<file path="config.mk">
export PLATFORM = sky130hd
export DESIGN_NAME = flea_ctrl
export DESIGN_NICKNAME = d
export VERILOG_FILES = /design/src/hdl/flea_pkg.sv /design/src/hdl/flea_ctrl.sv
export SDC_FILE = /design/constraint.sdc
export NUM_CORES = 1
export LEC_CHECK = 0
export ABC_CLOCK_PERIOD_IN_PS = 3200
export BUFFER_PORTS_ARGS = -buffer_cell sky130_fd_sc_hd__buf_4
export CAP_MARGIN = 20
export CELL_PAD_IN_SITES_DETAIL_PLACEMENT = 1
export CELL_PAD_IN_SITES_GLOBAL_PLACEMENT = 2
export CORE_UTILIZATION = 29
export DETAILED_ROUTE_END_ITERATION = 12
export PLACE_DENSITY = 0.83
export REMOVE_ABC_BUFFERS = 1
export SLEW_MARGIN = 30
export SYNTH_ARGS = -nofsm -noshare
export SYNTH_HDL_FRONTEND = slang
export SYNTH_SLANG_ARGS = --single-unit
</file>
<file path="constraint.sdc">
create_clock -name aclk -period 3.2 [get_ports aclk]
set_input_delay 0.8 -clock aclk [delete_from_list [all_inputs] [get_ports aclk]]
set_output_delay 0.8 -clock aclk [all_outputs]
set_load 0.02 [all_outputs]
</file>
<file path="src/hdl/flea_pkg.sv">
// Shared types, constants and helper functions for the FLEA-style generator.
// No dependencies; used by the controller, the datapath and the top level.
package flea_pkg;

    localparam logic [31:0] GOLDEN_WORD = 32'h9e3779b9;

    // Request kinds carried by s_req_type
    localparam logic [1:0] REQ_INIT = 2'd0;
    localparam logic [1:0] REQ_LOAD = 2'd1;
    localparam logic [1:0] REQ_MIX  = 2'd2;
    localparam logic [1:0] REQ_DRAW = 2'd3;

    typedef struct packed {
        logic [4:0] r1;
        logic [4:0] r2;
        logic [4:0] r3;
    } rot_t;

    // Commands from the controller to the datapath
    typedef struct packed {
        logic idx_clr;    // restart the pass index
        logic clr_wr;     // write reset values at the pass index, advance index
        logic init_chain; // load chain words, read position and selector
        logic load_wr;    // write seed word into the mixing table
        logic rd_b;       // table read address: 1 = chain b, 0 = chain d
        logic upd;        // table step: update entry, advance b and c
        logic fin;        // finish step: new d into buffer, advance index
        logic sel_upd;    // take next rotation triple from c
        logic pos_inc;    // advance read position
        logic out_load;   // capture buffered word into the output register
    } flea_cmd_t;

    // Status from the datapath to the controller
    typedef struct packed {
        logic idx_last;
        logic pos_last;
        logic out_free;
    } flea_stat_t;

    function automatic rot_t rot_triple(logic [1:0] sel);
        rot_t r;
        unique case (sel)
            2'd0:    r = '{r1: 5'd30, r2: 5'd13, r3: 5'd24};
            2'd1:    r = '{r1: 5'd5,  r2: 5'd19, r3: 5'd20};
            2'd2:    r = '{r1: 5'd21, r2: 5'd4,  r3: 5'd10};
            default: r = '{r1: 5'd29, r2: 5'd15, r3: 5'd6};
        endcase
        return r;
    endfunction

    function automatic logic [31:0] rotl32(logic [31:0] x, logic [4:0] k);
        logic [5:0] rk;
        rk = 6'd32 - {1'b0, k};
        // a zero amount shifts right by 32, which gives zero
        return (x << k) | (x >> rk);
    endfunction

endpackage

</file>
<file path="src/hdl/flea_ctrl.sv">
// Controller: request handshake, clearing pass, refill sequencing and
// discard counting. Uses flea_pkg; drives the datapath by command struct.
module flea_ctrl (
    input  logic                 aclk,
    input  logic                 aresetn,
    input  logic                 s_valid,
    output logic                 s_ready,
    input  logic [1:0]           s_req_type,
    input  logic [15:0]          s_discard_count,
    input  flea_pkg::flea_stat_t stat,
    output flea_pkg::flea_cmd_t  cmd
);
    import flea_pkg::*;

    localparam logic [2:0] ST_CLR  = 3'd0;
    localparam logic [2:0] ST_IDLE = 3'd1;
    localparam logic [2:0] ST_DRAW = 3'd2;
    localparam logic [2:0] ST_RD_D = 3'd3;
    localparam logic [2:0] ST_UPD  = 3'd4;
    localparam logic [2:0] ST_RD_B = 3'd5;
    localparam logic [2:0] ST_FIN  = 3'd6;
    localparam logic [2:0] ST_DISC = 3'd7;

    logic [2:0]  state_reg, state_next;
    logic [15:0] cnt_reg, cnt_next;
    logic        accept;

    assign s_ready = (state_reg == ST_IDLE);
    assign accept  = s_valid && s_ready;

    always_comb begin
        state_next = state_reg;
        cnt_next   = cnt_reg;
        cmd        = '0;

        unique case (state_reg)
            ST_CLR: begin
                cmd.clr_wr = 1'b1;
                if (stat.idx_last) begin
                    cmd.init_chain = 1'b1;
                    state_next     = ST_IDLE;
                end
            end
            ST_IDLE: begin
                if (accept) begin
                    unique case (s_req_type)
                        REQ_INIT: begin
                            cmd.idx_clr = 1'b1;
                            state_next  = ST_CLR;
                        end
                        REQ_LOAD: begin
                            cmd.load_wr = 1'b1;
                        end
                        REQ_MIX: begin
                            cmd.idx_clr = 1'b1;
                            cnt_next    = s_discard_count;
                            state_next  = ST_RD_D;
                        end
                        default: begin
                            cnt_next   = 16'd0;
                            state_next = ST_DRAW;
                        end
                    endcase
                end
            end
            ST_DRAW: begin
                // hold the buffered word until the output register frees up
                if (stat.out_free) begin
                    cmd.out_load = 1'b1;
                    cmd.pos_inc  = 1'b1;
                    if (stat.pos_last) begin
                        cmd.idx_clr = 1'b1;
                        state_next  = ST_RD_D;
                    end else begin
                        state_next = ST_IDLE;
                    end
                end
            end
            ST_RD_D: begin
                state_next = ST_UPD;
            end
            ST_UPD: begin
                cmd.upd    = 1'b1;
                state_next = ST_RD_B;
            end
            ST_RD_B: begin
                cmd.rd_b   = 1'b1;
                state_next = ST_FIN;
            end
            ST_FIN: begin
                cmd.fin = 1'b1;
                if (stat.idx_last) begin
                    cmd.sel_upd = 1'b1;
                    state_next  = ST_DISC;
                end else begin
                    state_next = ST_RD_D;
                end
            end
            default: begin
                // drop one draw per cycle; refill again on wrap
                if (cnt_reg == 16'd0) begin
                    state_next = ST_IDLE;
                end else begin
                    cnt_next    = cnt_reg - 16'd1;
                    cmd.pos_inc = 1'b1;
                    if (stat.pos_last) begin
                        cmd.idx_clr = 1'b1;
                        state_next  = ST_RD_D;
                    end
                end
            end
        endcase
    end

    always_ff @(posedge aclk) begin
        if (!aresetn) begin
            state_reg <= ST_CLR;
            cnt_reg   <= 16'd0;
        end else begin
            state_reg <= state_next;
            cnt_reg   <= cnt_next;
        end
    end

endmodule

</file>
==> out/metrics.csv, run 1 <==
metric,value,unit
status,finished clean,
min Tclk post-route,3070,ps
Gate Count Post-Synth,178,
ys flop type,dfxtp_1,
Placed Instances,250,
Final Hold Vio Count,0,
vias in the first global route,1462,
first-pass GRT wire length,6980,microns
synth unique cells,46,
input/output buffers,34,
RSZ-0062 raised after global routing,false,
worst-margin pin slew,770,ps
die area,4940,sq um
Mapped Avg Cell Area,7.59,sq um
Comb power frac,0.472,
Seq pwr share,0.326,
CP Launch Type,register,
final cell count without fillers,255,
Yosys reg bits,19,
Residual DRC,0,
DR WL/cell,16.4,microns
Boundary Pins,35,
hold_buf cts,0,
cell internal pwr,0.531,mW
TritonCTS Buffers,3,
leakage,0.781,nW
PwrDens,502,nW/um^2
relative slew slack,0.487,
H-tree Lvls,1,
post-route ant nets,0,
pre-CTS setup slack,212,ps
type of the most critical hold path,register to register,
Chip Width,70.3,microns
Longest Clk Path Bufs,2,
post-synth top area cell,dfxtp_1,
GRT overflow,0,
fin worst setup slack,131,ps
P&R area growth vs syn,24.6,%
worst clock skew,5.62,ps
Pwr Total,0.845,mW
Crit Reg-Reg Startpoint,cnt_reg[7],
Synth Cell Area,1350,sq um
Sw Share,0.371,
clock insertion delay at the later pin of the skew report,260,ps
Peak Freq,326,MHz
Clock Sink Count,19,
FF-to-FF setup slack,690,ps
Routed WL,4190,microns
CP Capture Point,cmd[9],
Post-synth EDFFs,0,
fillcell total,565,
Placement Rows,24,
fin nets,230,
flip-flop count of the largest register after layout,16,
total track usage,0.175,
worst setup path startpoint,cnt_reg[7],
Synth Warn #,0,
top post-synthesis cells by count,"19 x dfxtp_1, 18 x nand2_1, 15 x o21ai_0",
max-slew violations,0,
share of power burned in the clock network,0.202,
most common cell in the synthesized netlist,dfxtp_1,
fin crit share,0.959,
Finish-stage setup viols,0,
number of diodes,0,
CTS tree,built,
Root Buffer Master,clkbuf_8,
post-synthesis async set-or-reset flop share,0,
setup tns final,0,ps
Crit path required time,2400,ps
Chip Height,70.3,microns
worst setup path class,register to output port,
crit path DAT,2270,ps
P_sw,0.314,mW
post-synthesis sequential area ratio,0.281,
DP Wirelength,2880,microns
antenna violations before repair,0,
Reg2Reg Depth,6,
Fin Hold WS,501,ps
drt initial violations,69,
core area,4410,sq um
Detailed Routing Iterations Pass 1,4,
Max-cap violations,0,
Worst VDD drop,220,uV
top post-synthesis cells by area,"dfxtp_1 28%, o21ai_0 5.6%, a21oi_1 5.2%, nand2_1 5.0%, xor2_1 4.5%",
Worst setup EP type,output port,
Crit Path Max Fanout,6,
DR vias/cell,5.58,
routability congestion estimate from global placement,0.790,
r2r endpoint,cnt_reg[11],
"CTS clk-pin slew, worst paths",70,ps
largest net degree at the start of global routing,33,
area share of the largest cell type after synthesis,0.281,
share of layout cells above drive strength 1,0.281,
DR vias,1423,
Initial Util,0.306,
## area by class of cell
| cell class | instances | area [sq um] | area share |
|---|---|---|---|
| Sequential cell | 19 | 383 | 0.227 |
| Inverter | 3 | 11.3 | 0.00669 |
| Multi-Input combinational cell | 139 | 895 | 0.531 |
| Tap cell | 52 | 65.1 | 0.0386 |
| Clock buffer | 4 | 45.0 | 0.0267 |
| Timing Repair Buffer | 38 | 285 | 0.169 |
## per-stage QoR
| stage | area [sq um] | util |
|---|---|---|
| after floorplan | 1270 | - |
| after global placement | 1620 | 0.366 |
| after detailed placement | 1620 | 0.366 |
| after CTS | 1680 | 0.381 |
| after global routing | 1680 | 0.382 |
| final | 1680 | 0.382 |
## worst max-delay path: stages (launching register included)
cell and delay [ps]:
dfxtp_1 360, or4_4 600, or4_4 560, a41o_1 210, nand2_1 60, o21ai_0 70
buf_4 160
## cell families (layout without fill, tap and decap cells)
kind of cell,Yosys count,count (layout),share of synthesized area
AOI/OAI and AO/OA,65,65,0.331
xor gates and xnor gates,7,7,0.0454
adders and majority gates,2,2,0.0185
buffers and inverters,20,45,0.0648
DFF,19,19,0.281
muxes,1,1,0.00833
and+or+nand+nor,64,64,0.251
## metal layers
layer  routed length (microns)  up-vias  GRT usage
li1                          -      705          -
met1                      1950      692      0.223
met2                      2110       24      0.301
met3                       111        2     0.0375
met4                        14        0     0.0400
met5                         0        -          0
## cell usage in the layout (no fill, tap or decap), types with 2 or more instances in the layout
cell type / instances
xor2_1: 7
inv_1: 2
a31o_2: 3
a32o_1: 2
and3_1: 2
nand2b_1: 4
a22o_1: 3
a21oi_1: 14
o31ai_1: 3
a22oi_1: 6
or3_1: 3
dfxtp_2: 2
nor2_1: 10
ha_1: 2
and2_1: 3
clkbuf_8: 3
nand2_1: 18
o211a_1: 3
or4_4: 3
nor4_1: 3
o211ai_1: 2
or2_2: 2
nor3_1: 8
nor2b_1: 2
buf_4: 38
a31oi_1: 3
o21ai_0: 15
nor3b_1: 2
dfxtp_1: 17
## how the worst min path moves through the flow
stage	from	endpoint	cells past startpoint
after floorplan	cnt_reg[11]	cnt_reg[11]	1
after global placement	cnt_reg[11]	cnt_reg[11]	1
after detailed placement	cnt_reg[11]	cnt_reg[11]	1
after CTS	cnt_reg[11]	cnt_reg[11]	1
after global routing	cnt_reg[11]	cnt_reg[11]	1
final	cnt_reg[11]	cnt_reg[11]	1
## power by group through the flow
| stage | sequential [mW] | clock, mW | combinational (mW) |
|---|---|---|---|
| floorplan | 0.277 | 0 | 0.260 |
| global placement | 0.278 | 0 | 0.365 |
| detailed placement | 0.279 | 0 | 0.379 |
| CTS | 0.275 | 0.176 | 0.398 |
| global route | 0.279 | 0.192 | 0.440 |
| finish | 0.275 | 0.171 | 0.399 |
## timing repair
| action | CTS | global route |
|---|---|---|
| buffers inserted | 1 | 0 |
| resized for setup | 5 | 1 |
| setup endpoints to repair | 1 | 1 |
| pin swaps | 2 | 0 |
| gates cloned | 0 | 0 |
(Power assumes the default switching activity.)
==> run 2, diff against run 1 <==
--- a/config.mk
+++ b/config.mk
@@ -10,6 +10,7 @@
 export CAP_MARGIN = 20
 export CELL_PAD_IN_SITES_DETAIL_PLACEMENT = 1
 export CELL_PAD_IN_SITES_GLOBAL_PLACEMENT = 2
+export CORE_ASPECT_RATIO = 2
 export CORE_UTILIZATION = 29
 export DETAILED_ROUTE_END_ITERATION = 12
 export PLACE_DENSITY = 0.83
==> out/metrics.csv, run 2 (synthesized netlist as in run 1, its figures left out) <==
metric,value,unit,change
GRT overflow,0,,unchanged
DR vias/cell,5.71,,was 5.58
number of diodes,0,,unchanged
post-route ant nets,0,,unchanged
min Tclk post-route,3100,ps,was 3070 ps
crit path DAT,2300,ps,was 2270 ps
max-slew violations,0,,unchanged
DR WL/cell,16.1,microns,was 16.4 microns
Pwr Total,0.847,mW,was 0.845 mW
setup tns final,0,ps,unchanged
status,finished clean,,unchanged
worst setup path class,register to output port,,unchanged
Peak Freq,323,MHz,was 326 MHz
"CTS clk-pin slew, worst paths",80,ps,was 70 ps
Residual DRC,0,,unchanged
fin worst setup slack,100,ps,was 131 ps
"most common cell after layout, fill and taps aside",buf_4,,unchanged
H-tree Lvls,1,,unchanged
Worst VDD drop,240,uV,was 220 uV
Initial Util,0.305,,was 0.306
most frequent cells in the layout,"42 x buf_4, 17 x nand2_1, 17 x dfxtp_1",,"was 38 x buf_4, 18 x nand2_1, 17 x dfxtp_1"
vias in the first global route,1583,,was 1462
total track usage,0.180,,was 0.175
die area,4950,sq um,was 4940 sq um
final cell count without fillers,261,,was 255
Chip Height,98.5,microns,was 70.3 microns
fin crit share,0.969,,was 0.959
Max-cap violations,0,,unchanged
DR vias,1490,,was 1423
Root Buffer Master,clkbuf_8,,unchanged
Chip Width,50.3,microns,was 70.3 microns
CP Launch Type,register,,unchanged
type of the most critical hold path,register to register,,unchanged
Routed WL,4200,microns,was 4190 microns
Clock Sink Count,19,,unchanged
largest net degree at the start of global routing,33,,unchanged
Crit Path Max Fanout,6,,unchanged
drt initial violations,12,,was 69
Finish-stage setup viols,0,,unchanged
worst clock skew,3.68,ps,was 5.62 ps
Detailed Routing Iterations Pass 1,4,,unchanged
PwrDens,491,nW/um^2,was 502 nW/um^2
input/output buffers,34,,unchanged
P&R area growth vs syn,27.7,%,was 24.6%
pre-CTS setup slack,233,ps,was 212 ps
relative slew slack,0.524,,was 0.487
Fin Hold WS,492,ps,was 501 ps
leakage,0.805,nW,was 0.781 nW
TritonCTS Buffers,3,,unchanged
worst-margin pin slew,714,ps,was 770 ps
Longest Clk Path Bufs,2,,unchanged
Boundary Pins,35,,unchanged
fin nets,234,,was 230
clock insertion delay at the later pin of the skew report,260,ps,about the same
flip-flop count of the largest register after layout,16,,unchanged
routability congestion estimate from global placement,0.768,,was 0.790
antenna violations before repair,0,,unchanged
Crit path required time,2400,ps,about the same
CTS tree,built,,unchanged
RSZ-0062 raised after global routing,false,,unchanged
Final Hold Vio Count,0,,unchanged
share of layout cells above drive strength 1,0.314,,was 0.281
Worst setup EP type,output port,,unchanged
Placed Instances,253,,was 250
DP Wirelength,3120,microns,was 2880 microns
first-pass GRT wire length,7080,microns,was 6980 microns
Placement Rows,34,,was 24
core area,4420,sq um,was 4410 sq um
run 2: path summary, 6_finish.rpt:
path | end | start | slack, ps | cells past startpoint
worst max-delay path | cmd[1] | cnt_reg[7] | 100 | 5
worst min-delay path | cnt_reg[11] | cnt_reg[11] | 490 | 1
worst max register to register | cnt_reg[11] | cnt_reg[7] | 690 | 6
worst min register to register | cnt_reg[11] | cnt_reg[11] | 490 | 1
run 2: final cells by class:
class	instances	area [sq um]
tap	54	67.6
multi-input combinational	139	903
clock buffer	4	45.0
sequential	19	383
timing repair buffer	42	315
inverter	3	11.3
fill	571	2700
run 2: metal layers:
| metal | GRT usage | up-vias | wire, microns |
|---|---|---|---|
| li1 | - | 712 | - |
| met1 | 0.184 | 719 | 1590 |
| met2 | 0.338 | 49 | 2330 |
| met3 | 0.0201 | 10 | 170 |
| met4 | 0.0967 | 0 | 110 |
| met5 | 0 | - | 0 |
run 2: stage by stage:
| step | cell area [sq um] | utilization |
|---|---|---|
| after floorplan | 1270 | - |
| after global placement | 1630 | 0.368 |
| after detailed placement | 1630 | 0.368 |
| after CTS | 1710 | 0.385 |
| after global routing | 1730 | 0.390 |
| final | 1730 | 0.390 |
run 2: critical path, cell delays in order, from the launching register on:
cell and delay [ps]:
dfxtp_1 360, or4_4 590, or4_4 560, a41o_1 250, buf_4 130, buf_4 140
run 2: report_power, final:
part	internal [mW]	total [mW]	switching (mW)	leakage (nW)
Combinational	0.192	0.406	0.213	0.628
Clock	0.0886	0.172	0.0838	0.0228
Sequential	0.253	0.269	0.0157	0.155
run 2: what timing repair did:
| action | in CTS | in global routing |
|---|---|---|
| hold buffers | 0 | 0 |
| pin swaps | 2 | 3 |
| resized for setup | 2 | 9 |
| buffers inserted | 4 | 0 |
| setup endpoints to repair | 1 | 2 |
| endpoints found under the hold margin | 0 | 0 |
==> run 3, diff against run 2 <==
--- a/config.mk
+++ b/config.mk
@@ -15,6 +15,7 @@
 export DETAILED_ROUTE_END_ITERATION = 12
 export PLACE_DENSITY = 0.83
 export REMOVE_ABC_BUFFERS = 1
+export SETUP_SLACK_MARGIN = 0.5
 export SLEW_MARGIN = 30
 export SYNTH_ARGS = -nofsm -noshare
 export SYNTH_HDL_FRONTEND = slang
==> out/metrics.csv, run 3 (synthesized netlist as in run 1, its figures left out) <==
metric,value,unit,change
Residual DRC,0,,unchanged
Final Hold Vio Count,0,,unchanged
"CTS clk-pin slew, worst paths",70,ps,was 80 ps
Detailed Routing Iterations Pass 1,6,,was 4
Boundary Pins,35,,unchanged
Placement Rows,34,,unchanged
min Tclk post-route,3010,ps,was 3100 ps
worst setup path class,register to output port,,unchanged
flip-flop count of the largest register after layout,16,,unchanged
Finish-stage setup viols,0,,unchanged
max-slew violations,0,,unchanged
FF-to-FF setup slack,730,ps,was 690 ps
Max-cap violations,0,,unchanged
"most common cell after layout, fill and taps aside",buf_4,,unchanged
worst-margin pin slew,715,ps,was 714 ps
post-route ant nets,0,,unchanged
Crit Reg-Reg Startpoint,cnt_reg[0],,was cnt_reg[7]
DR vias,1491,,was 1490
CTS tree,built,,unchanged
clock insertion delay at the later pin of the skew report,260,ps,about the same
setup tns final,0,ps,unchanged
DR WL/cell,16.3,microns,was 16.1 microns
Worst setup EP type,output port,,unchanged
r2r endpoint,cnt_reg[11],,unchanged
first-pass GRT wire length,7200,microns,was 7080 microns
Worst VDD drop,240,uV,about the same
DP Wirelength,3120,microns,unchanged
RSZ-0062 raised after global routing,true,,was false
fin nets,237,,was 234
routability congestion estimate from global placement,0.768,,unchanged
Placed Area,1630,sq um,unchanged
antenna violations before repair,0,,unchanged
worst setup path startpoint,cnt_reg[0],,was cnt_reg[7]
Peak Freq,332,MHz,was 323 MHz
fillcell total,566,,was 571
Crit path required time,2400,ps,about the same
DR vias/cell,5.65,,was 5.71
Placed Instances,253,,unchanged
crit path DAT,2210,ps,was 2300 ps
Longest Clk Path Bufs,2,,unchanged
largest net degree at the start of global routing,33,,unchanged
Crit Path Max Fanout,2,,was 6
final cell count without fillers,264,,was 261
vias in the first global route,1588,,was 1583
pre-CTS setup slack,233,ps,unchanged
Initial Util,0.305,,unchanged
Root Buffer Master,clkbuf_8,,unchanged
GRT overflow,0,,unchanged
Chip Width,50.3,microns,unchanged
leakage,0.821,nW,was 0.805 nW
relative slew slack,0.524,,about the same
PwrDens,486,nW/um^2,was 491 nW/um^2
CP peak stage delay,500,ps,was 590 ps
type of the most critical hold path,register to register,,unchanged
crit path cell chain,"inv_2, ha_4, or4b_4, or4_4, a41o_1, nand2_1, o21ai_1, buf_4",,"was or4_4, or4_4, a41o_1, buf_4, buf_4"
status,finished clean,,unchanged
Worst Hold Path Cells,1,,unchanged
HP Start,cnt_reg[11],,unchanged
Reg2Reg Depth,8,,was 6
Clock Sink Count,19,,unchanged
fin crit share,0.942,,was 0.969
worst clock skew,3.41,ps,was 3.68 ps
final core occ,0.398,,was 0.390
CP Capture Point,cmd[9],,was cmd[1]
TritonCTS Buffers,3,,unchanged
CP Launch Type,register,,unchanged
most frequent cells in the layout,"44 x buf_4, 18 x nand2_1, 16 x dfxtp_1",,"was 42 x buf_4, 17 x nand2_1, 17 x dfxtp_1"
share of layout cells above drive strength 1,0.329,,was 0.314
total track usage,0.184,,was 0.180
Routed WL,4300,microns,was 4200 microns
crit path max-delay cell type,or4_4,,unchanged
Chip Height,98.5,microns,unchanged
drt initial violations,24,,was 12
P&R area growth vs syn,30.4,%,was 27.7%
hold_buf cts,0,,unchanged
Pwr Total,0.856,mW,was 0.847 mW
number of diodes,0,,unchanged
fin worst setup slack,186,ps,was 100 ps
input/output buffers,34,,unchanged
die area,4950,sq um,unchanged
Final Cell Area,1760,sq um,was 1730 sq um
Fin Hold WS,490,ps,was 492 ps
core area,4420,sq um,unchanged
H-tree Lvls,1,,unchanged
-- run 3: timing repair --
item                       CTS  global route
buffers inserted             7             0
cloned                       0             0
pin swaps                    5             0
gates resized for setup     12             2
setup endpoints to repair    3             4
-- run 3: cell type report --
class	instances	area, sq um	area share
multi-input cells	139	912	0.518
flip-flops and latches	19	384	0.218
repair buffers	45	342	0.194
well taps	54	67.6	0.0384
clock buffers	4	45.0	0.0256
inverters	3	11.3	0.00639
-- run 3: worst min-delay path by stage --
stage and endpoint:
4_1_cts cnt_reg[11], 6_report cnt_reg[11], 2_1_floorplan cnt_reg[11], 3_5_place_dp cnt_reg[11], 3_3_place_gp cnt_reg[11], 5_1_grt cnt_reg[11]
-- run 3: worst max-delay path: cells and delay by family, from the launching register on --
kind,cells,cell delay (ps)
AND/OR/NAND/NOR,3,1000
adder cells (fa/ha/maj),1,140
AO/OA/AOI/OAI,2,270
buffers and inverters,2,230
flip-flops,1,330
-- run 3: power by group --
part           switching (mW)  internal (mW)  total (mW)  leakage (nW)
clock network          0.0834         0.0886       0.172        0.0228
registers              0.0164          0.253       0.270         0.156
logic                   0.214          0.200       0.414         0.642
-- run 3: metal layers --
| metal | track usage | routed length (microns) | vias to the layer above |
|---|---|---|---|
| li1 | - | - | 718 |
| met1 | 0.186 | 1630 | 712 |
| met2 | 0.353 | 2340 | 46 |
| met3 | 0.0201 | 162 | 15 |
| met4 | 0.0901 | 158 | 0 |
| met5 | 0 | 0 | - |
